--- config.mk ---
export PLATFORM = sky130hd
export DESIGN_NAME = sm3_compression_flat
export DESIGN_NICKNAME = d
export VERILOG_FILES = /design/src/hw/rtl/sm3c_pkg.sv /design/src/hw/rtl/sm3_word_if.sv /design/src/hw/rtl/sm3_hash_if.sv /design/src/hw/rtl/sm3c_front.sv /design/src/hw/rtl/sm3c_queue.sv /design/src/hw/rtl/sm3c_back.sv /design/src/hw/rtl/sm3_compression.sv /design/src/flat_wrapper.sv
export SDC_FILE = /design/constraint.sdc
export NUM_CORES = 2
export LEC_CHECK = 0
export BUFFER_PORTS_ARGS = -buffer_cell sky130_fd_sc_hd__buf_2
export CAP_MARGIN = 20
export CORE_ASPECT_RATIO = 1.1
export CORE_MARGIN = 1.5
export CORE_UTILIZATION = 50
export DETAILED_ROUTE_END_ITERATION = 7
export GPL_ROUTABILITY_DRIVEN = 1
export PLACE_DENSITY = 0.69
export SLEW_MARGIN = 5
export SYNTH_ARGS = -nofsm -noshare
export SYNTH_HDL_FRONTEND = slang
export SYNTH_SLANG_ARGS = --single-unit
--- constraint.sdc ---
create_clock -name clk -period 112.8 [get_ports clk]
set_input_delay 11.28 -clock clk [delete_from_list [all_inputs] [get_ports clk]]
set_output_delay 11.28 -clock clk [all_outputs]
set_load 0.01 [all_outputs]
--- src/hw/rtl/sm3c_pkg.sv ---
// ----------------------------------------------------------------------------
// sm3c_pkg
// Types, constants and round functions of the SM3 compression block.
// ----------------------------------------------------------------------------
package sm3c_pkg;

    localparam int WORD_W      = 32;
    localparam int NUM_WORDS   = 16;
    localparam int NUM_CHAIN   = 8;
    localparam int ROUNDS      = 64;
    localparam int XOR_ROUNDS  = 16;
    localparam int CNT_W       = $clog2(NUM_WORDS);
    localparam int ROUND_W     = $clog2(ROUNDS);
    localparam int CFG_INDEX_W = 4;
    // power of two, pointers wrap naturally
    localparam int QUEUE_DEPTH = 2;
    localparam int QPTR_W      = $clog2(QUEUE_DEPTH);

    typedef logic [WORD_W-1:0] word_t;
    typedef word_t [NUM_WORDS-1:0] block_t;
    typedef word_t [NUM_CHAIN-1:0] chain_t;

    localparam chain_t IV_RESET = {
        32'hB0FB0E4E, 32'hE38DEE4D, 32'h163138AA, 32'hA96F30BC,
        32'hDA8A0600, 32'h172442D7, 32'h4914B2B9, 32'h7380166F
    };

    localparam word_t T_LOW     = 32'h79CC4519;
    // T_HIGH = 7A879D8A pre-rotated by 16 for the first high round
    localparam word_t T_HIGH_16 = 32'h9D8A7A87;

    typedef struct packed {
        block_t words;
        logic   restart;
        chain_t init;
    } job_t;

    typedef struct packed {
        logic full;
        logic empty;
    } queue_status_t;

    typedef enum logic [1:0] {
        ST_IDLE,
        ST_RUN,
        ST_FINISH
    } back_state_t;

    function automatic word_t rotl(input word_t v, input int unsigned s);
        return (v << s) | (v >> (WORD_W - s));
    endfunction

    function automatic word_t perm0(input word_t v);
        return v ^ rotl(v, 9) ^ rotl(v, 17);
    endfunction

    function automatic word_t perm1(input word_t v);
        return v ^ rotl(v, 15) ^ rotl(v, 23);
    endfunction

endpackage

--- src/hw/rtl/sm3_word_if.sv ---
// ----------------------------------------------------------------------------
// sm3_word_if
// Message word channel: one 32-bit word and a restart flag per transaction.
// ----------------------------------------------------------------------------
interface sm3_word_if;
    logic           valid;
    logic           ready;
    sm3c_pkg::word_t msg_word;
    logic           restart;

    modport source (output valid, output msg_word, output restart, input ready);
    modport sink   (input valid, input msg_word, input restart, output ready);
endinterface

--- src/hw/rtl/sm3_hash_if.sv ---
// ----------------------------------------------------------------------------
// sm3_hash_if
// Digest channel: eight chaining words per transaction.
// ----------------------------------------------------------------------------
interface sm3_hash_if;
    logic            valid;
    logic            ready;
    sm3c_pkg::word_t hash0;
    sm3c_pkg::word_t hash1;
    sm3c_pkg::word_t hash2;
    sm3c_pkg::word_t hash3;
    sm3c_pkg::word_t hash4;
    sm3c_pkg::word_t hash5;
    sm3c_pkg::word_t hash6;
    sm3c_pkg::word_t hash7;

    modport source (
        output valid, output hash0, output hash1, output hash2, output hash3,
        output hash4, output hash5, output hash6, output hash7, input ready
    );
    modport sink (
        input valid, input hash0, input hash1, input hash2, input hash3,
        input hash4, input hash5, input hash6, input hash7, output ready
    );
endinterface

--- src/hw/rtl/sm3c_front.sv ---
// ----------------------------------------------------------------------------
// sm3c_front
// Collects message words into blocks, tracks restart and holds the
// initial-value registers; hands each full block to the job queue.
// ----------------------------------------------------------------------------
module sm3c_front (
    input  logic                              clk,
    input  logic                              rst_n,
    sm3_word_if.sink                          msg,
    input  logic                              cfg_wr_en,
    input  logic [sm3c_pkg::CFG_INDEX_W-1:0]  cfg_index,
    input  sm3c_pkg::word_t                   cfg_data,
    input  sm3c_pkg::queue_status_t           q_status,
    output logic                              push,
    output sm3c_pkg::job_t                    job
);

    sm3c_pkg::chain_t                  init_reg;
    sm3c_pkg::chain_t                  snap_reg;
    sm3c_pkg::block_t                  window_reg;
    logic [sm3c_pkg::CNT_W-1:0]        count_reg;
    logic                              restart_reg;

    logic [sm3c_pkg::CNT_W-1:0]        idx;
    logic                              last;
    logic                              accept;

    assign msg.ready = !((count_reg == sm3c_pkg::CNT_W'(sm3c_pkg::NUM_WORDS - 1))
                         && q_status.full);
    assign accept    = msg.valid && msg.ready;
    assign idx       = msg.restart ? '0 : count_reg;
    assign last      = (idx == sm3c_pkg::CNT_W'(sm3c_pkg::NUM_WORDS - 1));
    assign push      = accept && last;

    always_comb
    begin
        job.words = window_reg;
        job.words[sm3c_pkg::NUM_WORDS-1] = msg.msg_word;
        job.restart = restart_reg;
        job.init = snap_reg;
    end

    always_ff @(posedge clk or negedge rst_n)
    begin
        if (!rst_n)
        begin
            init_reg    <= sm3c_pkg::IV_RESET;
            count_reg   <= '0;
            restart_reg <= 1'b0;
        end
        else
        begin
            if (cfg_wr_en && (cfg_index < sm3c_pkg::CFG_INDEX_W'(sm3c_pkg::NUM_CHAIN)))
            begin
                init_reg[cfg_index[$clog2(sm3c_pkg::NUM_CHAIN)-1:0]] <= cfg_data;
            end
            if (accept)
            begin
                count_reg <= idx + sm3c_pkg::CNT_W'(1);
                if (last)
                begin
                    restart_reg <= 1'b0;
                end
                else if (msg.restart)
                begin
                    restart_reg <= 1'b1;
                end
            end
        end
    end

    always_ff @(posedge clk)
    begin
        if (accept)
        begin
            window_reg[idx] <= msg.msg_word;
            if (msg.restart)
            begin
                snap_reg <= init_reg;
            end
        end
    end

endmodule

--- src/hw/rtl/sm3c_queue.sv ---
// ----------------------------------------------------------------------------
// sm3c_queue
// Short job queue between block collection and the round engine.
// ----------------------------------------------------------------------------
module sm3c_queue (
    input  logic                    clk,
    input  logic                    rst_n,
    input  logic                    push,
    input  sm3c_pkg::job_t          push_job,
    input  logic                    pop,
    output sm3c_pkg::job_t          pop_job,
    output sm3c_pkg::queue_status_t status
);

    sm3c_pkg::job_t               mem_reg [sm3c_pkg::QUEUE_DEPTH];
    logic [sm3c_pkg::QPTR_W-1:0]  wr_ptr_reg;
    logic [sm3c_pkg::QPTR_W-1:0]  rd_ptr_reg;
    logic [sm3c_pkg::QPTR_W:0]    fill_reg;

    assign status.full  = (fill_reg == (sm3c_pkg::QPTR_W+1)'(sm3c_pkg::QUEUE_DEPTH));
    assign status.empty = (fill_reg == '0);
    assign pop_job      = mem_reg[rd_ptr_reg];

    always_ff @(posedge clk or negedge rst_n)
    begin
        if (!rst_n)
        begin
            wr_ptr_reg <= '0;
            rd_ptr_reg <= '0;
            fill_reg   <= '0;
        end
        else
        begin
            if (push)
            begin
                wr_ptr_reg <= wr_ptr_reg + sm3c_pkg::QPTR_W'(1);
            end
            if (pop)
            begin
                rd_ptr_reg <= rd_ptr_reg + sm3c_pkg::QPTR_W'(1);
            end
            if (push && !pop)
            begin
                fill_reg <= fill_reg + (sm3c_pkg::QPTR_W+1)'(1);
            end
            else if (pop && !push)
            begin
                fill_reg <= fill_reg - (sm3c_pkg::QPTR_W+1)'(1);
            end
        end
    end

    always_ff @(posedge clk)
    begin
        if (push)
        begin
            mem_reg[wr_ptr_reg] <= push_job;
        end
    end

endmodule

--- src/hw/rtl/sm3c_back.sv ---
// ----------------------------------------------------------------------------
// sm3c_back
// Round engine: one SM3 round per cycle with on-the-fly message expansion,
// chaining-value update and a registered digest output.
// ----------------------------------------------------------------------------
module sm3c_back (
    input  logic                    clk,
    input  logic                    rst_n,
    input  sm3c_pkg::job_t          job,
    input  sm3c_pkg::queue_status_t q_status,
    output logic                    pop,
    sm3_hash_if.source              digest
);

    sm3c_pkg::back_state_t          state_reg, state_next;
    logic [sm3c_pkg::ROUND_W-1:0]   round_reg, round_next;
    sm3c_pkg::block_t               w_reg, w_next;
    sm3c_pkg::chain_t               r_reg, r_next;
    sm3c_pkg::chain_t               v_reg, v_next;
    sm3c_pkg::word_t                t_reg, t_next;
    sm3c_pkg::chain_t               out_reg, out_next;
    logic                           out_valid_reg, out_valid_next;

    sm3c_pkg::word_t a12, ss1, ss2, ff, gg, tt1, tt2, w_new;
    sm3c_pkg::chain_t base;
    logic xor_round;

    assign digest.valid = out_valid_reg;
    assign digest.hash0 = out_reg[0];
    assign digest.hash1 = out_reg[1];
    assign digest.hash2 = out_reg[2];
    assign digest.hash3 = out_reg[3];
    assign digest.hash4 = out_reg[4];
    assign digest.hash5 = out_reg[5];
    assign digest.hash6 = out_reg[6];
    assign digest.hash7 = out_reg[7];

    always_comb
    begin
        xor_round = (round_reg < sm3c_pkg::ROUND_W'(sm3c_pkg::XOR_ROUNDS));
        a12 = sm3c_pkg::rotl(r_reg[0], 12);
        ss1 = sm3c_pkg::rotl(a12 + r_reg[4] + t_reg, 7);
        ss2 = ss1 ^ a12;
        if (xor_round)
        begin
            ff = r_reg[0] ^ r_reg[1] ^ r_reg[2];
            gg = r_reg[4] ^ r_reg[5] ^ r_reg[6];
        end
        else
        begin
            ff = (r_reg[0] & r_reg[1]) | (r_reg[0] & r_reg[2]) | (r_reg[1] & r_reg[2]);
            gg = (r_reg[4] & r_reg[5]) | (~r_reg[4] & r_reg[6]);
        end
        tt1 = ff + r_reg[3] + ss2 + (w_reg[0] ^ w_reg[4]);
        tt2 = gg + r_reg[7] + ss1 + w_reg[0];
        w_new = sm3c_pkg::perm1(w_reg[0] ^ w_reg[7] ^ sm3c_pkg::rotl(w_reg[13], 15))
                ^ sm3c_pkg::rotl(w_reg[3], 7) ^ w_reg[10];
        base = job.restart ? job.init : v_reg;

        state_next     = state_reg;
        round_next     = round_reg;
        w_next         = w_reg;
        r_next         = r_reg;
        v_next         = v_reg;
        t_next         = t_reg;
        out_next       = out_reg;
        out_valid_next = out_valid_reg && !digest.ready;
        pop            = 1'b0;

        unique case (state_reg)
            sm3c_pkg::ST_IDLE:
            begin
                if (!q_status.empty)
                begin
                    pop        = 1'b1;
                    v_next     = base;
                    r_next     = base;
                    w_next     = job.words;
                    t_next     = sm3c_pkg::T_LOW;
                    round_next = '0;
                    state_next = sm3c_pkg::ST_RUN;
                end
            end
            sm3c_pkg::ST_RUN:
            begin
                r_next[3] = r_reg[2];
                r_next[2] = sm3c_pkg::rotl(r_reg[1], 9);
                r_next[1] = r_reg[0];
                r_next[0] = tt1;
                r_next[7] = r_reg[6];
                r_next[6] = sm3c_pkg::rotl(r_reg[5], 19);
                r_next[5] = r_reg[4];
                r_next[4] = sm3c_pkg::perm0(tt2);
                w_next = {w_new, w_reg[sm3c_pkg::NUM_WORDS-1:1]};
                if (round_reg == sm3c_pkg::ROUND_W'(sm3c_pkg::XOR_ROUNDS - 1))
                begin
                    t_next = sm3c_pkg::T_HIGH_16;
                end
                else
                begin
                    t_next = sm3c_pkg::rotl(t_reg, 1);
                end
                round_next = round_reg + sm3c_pkg::ROUND_W'(1);
                if (round_reg == sm3c_pkg::ROUND_W'(sm3c_pkg::ROUNDS - 1))
                begin
                    state_next = sm3c_pkg::ST_FINISH;
                end
            end
            sm3c_pkg::ST_FINISH:
            begin
                if (!out_valid_reg || digest.ready)
                begin
                    v_next         = v_reg ^ r_reg;
                    out_next       = v_reg ^ r_reg;
                    out_valid_next = 1'b1;
                    state_next     = sm3c_pkg::ST_IDLE;
                end
            end
            default:
            begin
                state_next = sm3c_pkg::ST_IDLE;
            end
        endcase
    end

    always_ff @(posedge clk or negedge rst_n)
    begin
        if (!rst_n)
        begin
            state_reg     <= sm3c_pkg::ST_IDLE;
            round_reg     <= '0;
            v_reg         <= sm3c_pkg::IV_RESET;
            out_valid_reg <= 1'b0;
        end
        else
        begin
            state_reg     <= state_next;
            round_reg     <= round_next;
            v_reg         <= v_next;
            out_valid_reg <= out_valid_next;
        end
    end

    always_ff @(posedge clk)
    begin
        w_reg   <= w_next;
        r_reg   <= r_next;
        t_reg   <= t_next;
        out_reg <= out_next;
    end

endmodule

--- src/hw/rtl/sm3_compression.sv ---
// ----------------------------------------------------------------------------
// sm3_compression
// Path from the edge that takes a block's sixteenth word to digest valid:
//   dequeue, the SM3 rounds, then the chaining update, which waits while an earlier digest is stalled.
// Block rate is set by the single-round datapath; words are taken one per
//   cycle into a 2-deep block queue, except that the last word of a block
//   stalls while that queue is full. Reset: init registers and chaining
//   value to the SM3 IV, word count and queue cleared, no digest pending.
// ----------------------------------------------------------------------------
module sm3_compression (
    input  logic                              clk,
    input  logic                              rst_n,
    sm3_word_if.sink                          msg,
    sm3_hash_if.source                        digest,
    input  logic                              cfg_wr_en,
    input  logic [sm3c_pkg::CFG_INDEX_W-1:0]  cfg_index,
    input  sm3c_pkg::word_t                   cfg_data
);

    sm3c_pkg::queue_status_t q_status;
    sm3c_pkg::job_t          push_job;
    sm3c_pkg::job_t          pop_job;
    logic                    push;
    logic                    pop;

    sm3c_front u_front (
        .clk       (clk),
        .rst_n     (rst_n),
        .msg       (msg),
        .cfg_wr_en (cfg_wr_en),
        .cfg_index (cfg_index),
        .cfg_data  (cfg_data),
        .q_status  (q_status),
        .push      (push),
        .job       (push_job)
    );

    sm3c_queue u_queue (
        .clk      (clk),
        .rst_n    (rst_n),
        .push     (push),
        .push_job (push_job),
        .pop      (pop),
        .pop_job  (pop_job),
        .status   (q_status)
    );

    sm3c_back u_back (
        .clk      (clk),
        .rst_n    (rst_n),
        .job      (pop_job),
        .q_status (q_status),
        .pop      (pop),
        .digest   (digest)
    );

endmodule

--- src/flat_wrapper.sv ---
// flat-port wrapper written by rule: the top's interface ports become plain ports
module sm3_compression_flat 
  (clk, rst_n, cfg_wr_en, cfg_index, cfg_data, msg_valid, msg_msg_word, msg_restart, msg_ready, digest_valid, digest_hash0, digest_hash1, digest_hash2, digest_hash3, digest_hash4, digest_hash5, digest_hash6, digest_hash7, digest_ready);
  sm3_word_if msg_i ();
  sm3_hash_if digest_i ();
  input  logic clk;
  input  logic rst_n;
  input  logic cfg_wr_en;
  input  logic [sm3c_pkg::CFG_INDEX_W-1:0] cfg_index;
  input  sm3c_pkg::word_t cfg_data;
  input wire logic [$bits(msg_i.valid)-1:0] msg_valid;
  input wire logic [$bits(msg_i.msg_word)-1:0] msg_msg_word;
  input wire logic [$bits(msg_i.restart)-1:0] msg_restart;
  output wire logic [$bits(msg_i.ready)-1:0] msg_ready;
  output wire logic [$bits(digest_i.valid)-1:0] digest_valid;
  output wire logic [$bits(digest_i.hash0)-1:0] digest_hash0;
  output wire logic [$bits(digest_i.hash1)-1:0] digest_hash1;
  output wire logic [$bits(digest_i.hash2)-1:0] digest_hash2;
  output wire logic [$bits(digest_i.hash3)-1:0] digest_hash3;
  output wire logic [$bits(digest_i.hash4)-1:0] digest_hash4;
  output wire logic [$bits(digest_i.hash5)-1:0] digest_hash5;
  output wire logic [$bits(digest_i.hash6)-1:0] digest_hash6;
  output wire logic [$bits(digest_i.hash7)-1:0] digest_hash7;
  input wire logic [$bits(digest_i.ready)-1:0] digest_ready;
  assign msg_i.valid = msg_valid;
  assign msg_i.msg_word = msg_msg_word;
  assign msg_i.restart = msg_restart;
  assign msg_ready = msg_i.ready;
  assign digest_valid = digest_i.valid;
  assign digest_hash0 = digest_i.hash0;
  assign digest_hash1 = digest_i.hash1;
  assign digest_hash2 = digest_i.hash2;
  assign digest_hash3 = digest_i.hash3;
  assign digest_hash4 = digest_i.hash4;
  assign digest_hash5 = digest_i.hash5;
  assign digest_hash6 = digest_i.hash6;
  assign digest_hash7 = digest_i.hash7;
  assign digest_i.ready = digest_ready;
  sm3_compression u_core (.clk(clk), .rst_n(rst_n), .msg(msg_i), .digest(digest_i), .cfg_wr_en(cfg_wr_en), .cfg_index(cfg_index), .cfg_data(cfg_data));
endmodule
==> results.cfg <==
[outcome]
outcome = complete, no violations

[power_and_ir_drop]
leakage_nw = 68.06
switching_power_w = 0.0005936
pwr-share-clk = 0.442
power_density_nw_per_um2 = 16.63
seqPwrFrac = 0.543
comb_power_share = 0.015
power.internal_w = 0.002366
sw_frac_of_total = 0.2005
worst_ir_drop_vdd_mv = 0.01823

[floorplanning]
ios = 332
dieWidth_um = 540.0
die_h_um = 593.7
start_util = 0.5033
die_area_um2 = 320600
core_um2 = 315100
placementRows = 216

[cts]
htree_levels = 5
holdBufCountCts = 0
clock-sinks = 3860
cts_made_buffers = 382
clock_latency_ns = 0.96
cts-root-buf = clkbuf_16
cts.clk_slew.worst_paths_ns = 0.06
cts_tree = yes
cts_resized = 0
cts_buffer_depth = 4
cts_setup_buffers = 0

[synth]
syn_avg_cell_area_um2 = 14.97
synth-seq-cells = 3860
syn_nets = 10956
synth_edf_count = 3330
synth_top_area_frac = 0.6304
ys.flop_type = edfxtp_1
ys_async_sr_fraction = 0.1373
synthTopCellsByArea = edfxtp_1, mux2i_1, dfrtp_1, o21ai_0, dfstp_2
synth_largest_area_cell = edfxtp_1
yosys_warnings = 0
syn-cell-area_um2 = 158600
seq_area_frac_synth = 0.7159
synthCells = 10596
synth_cell_types = 82

[timing]
slew_violations = 0
min_period_ns = 17.36
fmaxAchievable_mhz = 57.59
final_hold_viol_count = 0
period_share = 0.1539
relSlewSlack = 0.1826
setup_violations = 0
setup_tns_ns = 0
rsz0062_at_grt = false
max_slew.worst_pin.slew_ns = 1.217
clock_skew_ns = 0.05959

[global_route]
grt_util_all_layers = 0.2623
antenna_found_initial = 36
grt_max_degree = 264
grt_pass1_wl_um = 613600
grt_pass1_vias = 88733
overflow = 0

[setup_path]
path_max_fanout = 156
ff2ff_path_depth = 25
cp-start-kind = input port
cp.arrival_ns = 17.91
worstPathRequired_ns = 113.35
path_class = in -> reg
crit_path_end_kind = flop

[cells_and_area]
final_common_cell = edfxtp_1
drive_gt1_frac = 0.1433
most-common-layout-cells = edfxtp_1, o21ai_0, nand2_1, mux2i_1, nor2_1
largest_reg_flops = 1538
finalCoreUtilization = 0.5647
final_cells = 15388
nNetsFinal = 11245
n_fill_cell = 24301
syn_to_final_growth_pct = 12.20

[placed_design]
place_congestion = 0.9508
place_inst = 14641
place.port_buffers = 331
place_hpwl_um = 275300

[routing]
wl_um = 428900
initialDrtViolationCount = 10464
viasPerCell = 5.909
ant_nets = 0
avgRoutedWirePerCell_um = 27.87
first_pass_iters = 8
vias = 90925
drc = 0

[min_path]
whs_path_depth = 0
hold_path.class = reg -> reg

[job]
drv_cap = 0
==> worst max-delay path, cell delays in order <==
cell and delay [ns]:
buf_2 0.15, nand2b_1 0.22, inv_1 0.12, ha_1 0.17, nand2_1 0.28, nor2_1 0.36
and2_4 0.70, buf_4 0.96, buf_4 0.81, buf_4 0.96, buf_12 0.77, buf_4 0.88
==> Yosys cell counts, types with 188 or more instances <==
cell	instances
a21oi_1	351
a22o_1	215
clkbuf_1	526
dfrtp_1	292
dfstp_2	238
edfxtp_1	3330
fa_1	188
mux2_2	260
mux2i_1	825
nand2_1	940
nand3b_1	190
nor2_1	461
o21ai_0	1362
xnor2_1	294
xor2_1	372
==> through the flow <==
stage	setup slack, ns	hold WS (ns)	total power, W	area (µm²)
6_report	95.44	0.4115	0.002960	178000
5_1_grt	94.96	0.4231	0.003039	177900
4_1_cts	95.31	0.4093	0.002976	177800
3_5_place_dp	94.32	0.4273	0.001681	164800
3_3_place_gp	94.34	0.4214	0.001675	164800
2_1_floorplan	46.19	0.4194	0.001652	158600
==> path summary, 6_finish.rpt <==
kind,start,endpoint,slack (ns)
worst max-delay path,msg_restart,u_core.u_queue.mem_reg[1][190],95.44
worst min-delay path,u_core.u_front.job[242],u_core.u_queue.mem_reg[0][242],0.41
worst max register to register,u_core.u_back.r_reg[21],u_core.u_back.r_reg[158],103.67
worst min register to register,u_core.u_front.job[242],u_core.u_queue.mem_reg[0][242],0.41
max in group asynchronous,rst_n,u_core.u_back.v_reg[156],98.45
min in group asynchronous,rst_n,u_core.u_front.init_reg[54],10.45
==> area by class of cell <==
cell class	instances	area, µm²	area share
clock inverters	211	2586	0.01453
diodes	35	87.58	0.0004922
flip-flops and latches	3860	113600	0.6381
multi-input cells	5968	42360	0.2380
well taps	4142	5182	0.02912
repair buffers	487	3050	0.01714
inverters	186	720.7	0.004050
clock buffers	499	10410	0.05850
==> metal layers <==
layer	GRT usage	vias up	wire length (µm)
met3	0.04040	764	32280
met2	0.4209	4030	203200
li1	-	39672	-
met4	0.1212	16	21640
met1	0.3538	46443	171800
met5	0	-	97
==> cells by family after synthesis <==
group	synth area share
DFF	0.7159
AOI/OAI and AO/OA	0.07515
and+or+nand+nor	0.05019
muxes	0.07052
buffers and inverters	0.01838
xor gates and xnor gates	0.03835
adders and majority gates	0.03146
==> power by group through the flow <==
stage          clock (W)  combinational [W]  sequential [W]
6_report         0.00131          0.0000456         0.00161
5_1_grt          0.00138          0.0000487         0.00161
4_1_cts          0.00132          0.0000462         0.00161
3_5_place_dp           0          0.0000460         0.00163
3_3_place_gp           0          0.0000438         0.00163
2_1_floorplan          0          0.0000231         0.00163
Note: power is estimated with default switching activity, not from simulation.
